<file path="config.mk">
export PLATFORM = sky130hd
export DESIGN_NAME = scgg_div
export DESIGN_NICKNAME = d
export VERILOG_FILES = /design/src/hw/rtl/scgg_pkg.sv /design/src/hw/rtl/scgg_div.sv
export SDC_FILE = /design/constraint.sdc
export NUM_CORES = 1
export LEC_CHECK = 0
export BUFFER_PORTS_ARGS = -buffer_cell sky130_fd_sc_hd__buf_2
export CAP_MARGIN = 20
export CELL_PAD_IN_SITES_DETAIL_PLACEMENT = 1
export CELL_PAD_IN_SITES_GLOBAL_PLACEMENT = 2
export CORE_MARGIN = 10
export CORE_UTILIZATION = 30
export CTS_CLUSTER_SIZE = 16
export DETAILED_ROUTE_END_ITERATION = 16
export PLACE_DENSITY_LB_ADDON = 0.1
export SYNTH_ARGS = -nofsm -noshare
export SYNTH_HDL_FRONTEND = slang
export SYNTH_SLANG_ARGS = --single-unit
</file>
<file path="constraint.sdc">
create_clock -name clk -period 5 [get_ports clk]
set_input_delay 0.75 -clock clk [delete_from_list [all_inputs] [get_ports clk]]
set_output_delay 0.75 -clock clk [all_outputs]
set_load 0.03 [all_outputs]
</file>
<file path="src/hw/rtl/scgg_pkg.sv">
package scgg_pkg;

  localparam int unsigned CFG_INDEX_W = 3;
  localparam int unsigned CFG_DATA_W  = 24;
  localparam int unsigned COLOR_W     = 24;
  localparam int unsigned DIM_W       = 13;
  localparam int unsigned BAND_W      = 8;
  localparam int unsigned MODE_W      = 2;
  localparam int unsigned CHAN_W      = 8;
  localparam int unsigned DEN_W       = BAND_W + 1;

  localparam logic [COLOR_W-1:0] BEGIN_COLOR_RST  = 24'h0FC9F4;
  localparam logic [COLOR_W-1:0] END_COLOR_RST    = 24'hC82168;
  localparam logic [DIM_W-1:0]   FRAME_WIDTH_RST  = 13'd600;
  localparam logic [DIM_W-1:0]   FRAME_HEIGHT_RST = 13'd400;
  localparam logic [BAND_W-1:0]  BAND_COUNT_RST   = 8'd80;

  localparam logic [MODE_W-1:0] MODE_HORIZONTAL = 2'd0;
  localparam logic [MODE_W-1:0] MODE_VERTICAL   = 2'd1;
  localparam logic [MODE_W-1:0] MODE_DIAGONAL   = 2'd2;

  typedef enum logic [CFG_INDEX_W-1:0] {
    REG_BEGIN_COLOR   = 3'd0,
    REG_END_COLOR     = 3'd1,
    REG_FRAME_WIDTH   = 3'd2,
    REG_FRAME_HEIGHT  = 3'd3,
    REG_BAND_COUNT    = 3'd4,
    REG_GRADIENT_MODE = 3'd5
  } reg_index_t;

  typedef enum logic [2:0] {
    ST_IDLE,
    ST_START,
    ST_WAIT,
    ST_COMMIT,
    ST_PIXEL
  } state_t;

  typedef enum logic [2:0] {
    STEP_COL_LEN,
    STEP_ROW_LEN,
    STEP_RED,
    STEP_GREEN,
    STEP_BLUE
  } div_step_t;

  typedef struct packed {
    logic step;
    logic load;
  } raster_ctl_t;

  typedef struct packed {
    logic [CHAN_W-1:0] red;
    logic [CHAN_W-1:0] green;
    logic [CHAN_W-1:0] blue;
    logic              eol;
    logic              eof;
  } pixel_t;

endpackage

</file>
<file path="src/hw/rtl/scgg_div.sv">
module scgg_div import scgg_pkg::*; #(
  parameter int DW = 16
) (
  input  logic             clk,
  input  logic             rst,
  input  logic             start,
  input  logic [DW-1:0]    dividend,
  input  logic [DEN_W-1:0] divisor,
  output logic             done,
  output logic [DW-1:0]    quotient
);

  localparam int CNTW = $clog2(DW + 1);

  logic [CNTW-1:0]  cnt;
  logic [DW-1:0]    quo;
  logic [DEN_W-1:0] rem;
  logic [DEN_W:0]   rem_sh;
  logic [DEN_W:0]   rem_sub;
  logic             fits;

  // restoring division, one quotient bit per cycle
  always_comb begin
    rem_sh  = {rem, quo[DW-1]};
    fits    = rem_sh >= {1'b0, divisor};
    rem_sub = rem_sh - {1'b0, divisor};
  end

  always_ff @(posedge clk) begin
    if (rst) begin
      cnt  <= '0;
      done <= 1'b0;
    end else begin
      done <= (cnt == CNTW'(1));
      if (start) begin
        cnt <= CNTW'(DW);
      end else if (cnt != '0) begin
        cnt <= cnt - CNTW'(1);
      end
    end
  end

  always_ff @(posedge clk) begin
    if (start) begin
      quo <= dividend;
      rem <= '0;
    end else if (cnt != '0) begin
      quo <= {quo[DW-2:0], fits};
      rem <= fits ? rem_sub[DEN_W-1:0] : rem_sh[DEN_W-1:0];
    end
  end

  assign quotient = quo;

endmodule

</file>
==> flow_metrics.tcl <==
set metrics [dict create \
    status "completed" \
    vias 1441 \
    ys_seq_area_share_pct 42.7 \
    yosysUniqueCellTypes 45 \
    core-area_sq_um 5920 \
    vdd_drop_max_mv 0.200 \
    ctsHoldBuffers 0 \
    via_per_inst 4.93 \
    cts_buffer_depth 2 \
    fp.dieH_um 98.1 \
    ctsResizeCount 0 \
    fin_crit_ns 2.58 \
    clk_latency_ns 0.27 \
    pin_count 45 \
    syn_avg_cell_area_sq_um 10.7 \
    synth_edf_count 16 \
    report.final.setup_viol 0 \
    post-route-drc-count 0 \
    grt_pass1_wl_mm 7.51 \
    max-cap-violations 0 \
    area_delta_synth_final_pct 19.8 \
    start_kind "input port" \
    netlist_instances 171 \
    cts_buffers 5 \
    portBuffers 44 \
    crit_fanout 14 \
    r2r_setup_slack_ns 2.43 \
    worst_ep_required_time_ns 5.19 \
    fillCellCount 699 \
    layout_common_cells "buf_2, inv_1, nor2_1, edfxtp_1" \
    synth_nets 211 \
    num_antenna_cells 0 \
    p_per_area_nw_per_um2 523 \
    cts_tree "built" \
    start_util_pct 30.9 \
    gp_congestion 0.781 \
    fmax_ghz 0.387 \
    worst_pin_slew_ns 0.900 \
    critPathKind "input port to flop" \
    antenna_found_initial 0 \
    mostFrequentLayoutCell "buf_2" \
    finalNonFillerCells 292 \
    hold_class "flop to flop" \
    synth.cell_area_sq_um 1830 \
    clkSinkCount 31 \
    fin_tns_setup_ns 0 \
    wire_per_inst_um 15.2 \
    slew_headroom_pct 39.8 \
    hold_viol_final 0 \
    grt_max_degree 29 \
    first_pass_iters 4 \
    fin_skew_ns 0.00625 \
    cts_setup_buffers 0 \
    place_hpwl_mm 3.50 \
    htreeDepth 2 \
    yosysWarnings 0 \
    grt_pass1_vias 1505 \
    synth-main-ff-cell "edfxtp_1" \
    die_area_sq_um 9620 \
    dp_cells 284 \
    dieWidth_um 98.1 \
    grtUsageTotal_pct 9.32 \
    arrival_ns 2.78 \
    overflow 0 \
    path_clk_slew_ns 0.06 \
    async_flop_share_pct 0 \
    num_rows 28 \
    cp-end-kind "flop" \
    postRouteAntennaNets 0 \
    ys_ff_latch 31 \
    totalWireLength_mm 4.43 \
    period_share_pct 51.7 \
    power.leakage_nw 0.979 \
    clock-root-buffer "clkbuf_8" \
    rsz0062_at_grt "false" \
    nets 256 \
    slew_violations 0 \
    drt_iter0_drc 32 \
    drive_gt1_share_pct 33.6 \
]
[critical path, cell delays in order]
cell	delay, ns
buf_2	0.08
ha_1	0.15
inv_1	0.05
fa_1	0.39
a21o_1	0.23
a31oi_1	0.22
o221a_4	0.37
mux2_4	0.33
a211oi_2	0.20
[kinds of logic after synthesis]
logic type / share of synthesized area (%)
AOI/OAI and AO/OA: 14.8
xor gates and xnor gates: 3.35
adders and majority gates: 8.62
buffers and inverters: 5.13
DFF: 42.7
muxes: 13.3
and+or+nand+nor: 12.0
[cells in the mapped netlist (all sizes together) (2+ instances only)]
| cell | instances | area share, % |
|---|---|---|
| a211oi | 7 | 3.4 |
| a21o | 3 | 1.2 |
| a21oi | 9 | 2.7 |
| a31oi | 3 | 1.0 |
| and3 | 4 | 1.4 |
| buf | 2 | 1.0 |
| clkbuf | 4 | 0.82 |
| dfxtp | 15 | 16 |
| edfxtp | 16 | 26 |
| ha | 11 | 7.5 |
| inv | 16 | 3.3 |
| mux2 | 16 | 10 |
| mux2i | 6 | 3.3 |
| nand2 | 4 | 0.82 |
| nand2b | 2 | 0.68 |
| nand3b | 2 | 0.82 |
| nor2 | 16 | 3.3 |
| nor3 | 5 | 1.4 |
| nor4 | 2 | 0.68 |
| o21ai | 2 | 0.55 |
| o221a | 2 | 1.7 |
| xnor2 | 6 | 2.9 |
[metrics by stage]
stage | util (%) | cell area, sq um | power (W) | setup slack, ns | hold WS [ns]
2_1_floorplan | - | 1830 | 0.000856 | 2.50 | 0.486
3_3_place_gp | 35.6 | 2110 | 0.000967 | 2.21 | 0.513
3_5_place_dp | 35.6 | 2110 | 0.000979 | 2.12 | 0.532
4_1_cts | 37.0 | 2190 | 0.00117 | 2.41 | 0.544
5_1_grt | 37.0 | 2190 | 0.00125 | 2.28 | 0.585
6_report | 37.0 | 2190 | 0.00115 | 2.42 | 0.539
[cell type report]
| type | count | area, sq um | area share, % |
|---|---|---|---|
| Clock buffer | 6 | 72.6 | 3.31 |
| Inverter | 16 | 60.1 | 2.74 |
| Tap cell | 75 | 93.8 | 4.28 |
| Clock inverter | 2 | 8.76 | 0.400 |
| Sequential cell | 31 | 781 | 35.6 |
| Multi-Input combinational cell | 118 | 955 | 43.6 |
| Timing Repair Buffer | 44 | 220 | 10.1 |
[layer usage]
| metal | part of all wire [%] | vias up | global-route usage [%] |
|---|---|---|---|
| met1 | 48 | 681 | 11.6 |
| met2 | 44 | 40 | 14.3 |
| met3 | 6.4 | 2 | 3.10 |
| met4 | 1.1 | 0 | 4.03 |
| met5 | 0 | - | 0 |
| li1 | - | 718 | - |
[state kept, by name (all words and copies together) (netlist names)]
name      cells
cnt           5
quotient     16
done          1
rem           9
[path summary, 6_finish.rpt]
check | start | to | cells past startpoint
setup reg to reg | quotient[15]$_DFFE_PP_ | rem[0]$_SDFFE_PP0P_ | 9
hold reg to reg | rem[1]$_SDFFE_PP0P_ | rem[1]$_SDFFE_PP0P_ | 2
hold / removal | rem[1]$_SDFFE_PP0P_ | rem[1]$_SDFFE_PP0P_ | 2
setup / recovery | divisor[0] | rem[0]$_SDFFE_PP0P_ | 9
[report_power, final]
group	switching [W]	internal [W]	leakage (nW)	total [W]
sequential	0.0000489	0.000346	0.288	0.000395
clock	0.0000865	0.0000954	0.0426	0.000182
combinational	0.000330	0.000239	0.649	0.000569
(Power assumes the default switching activity.)
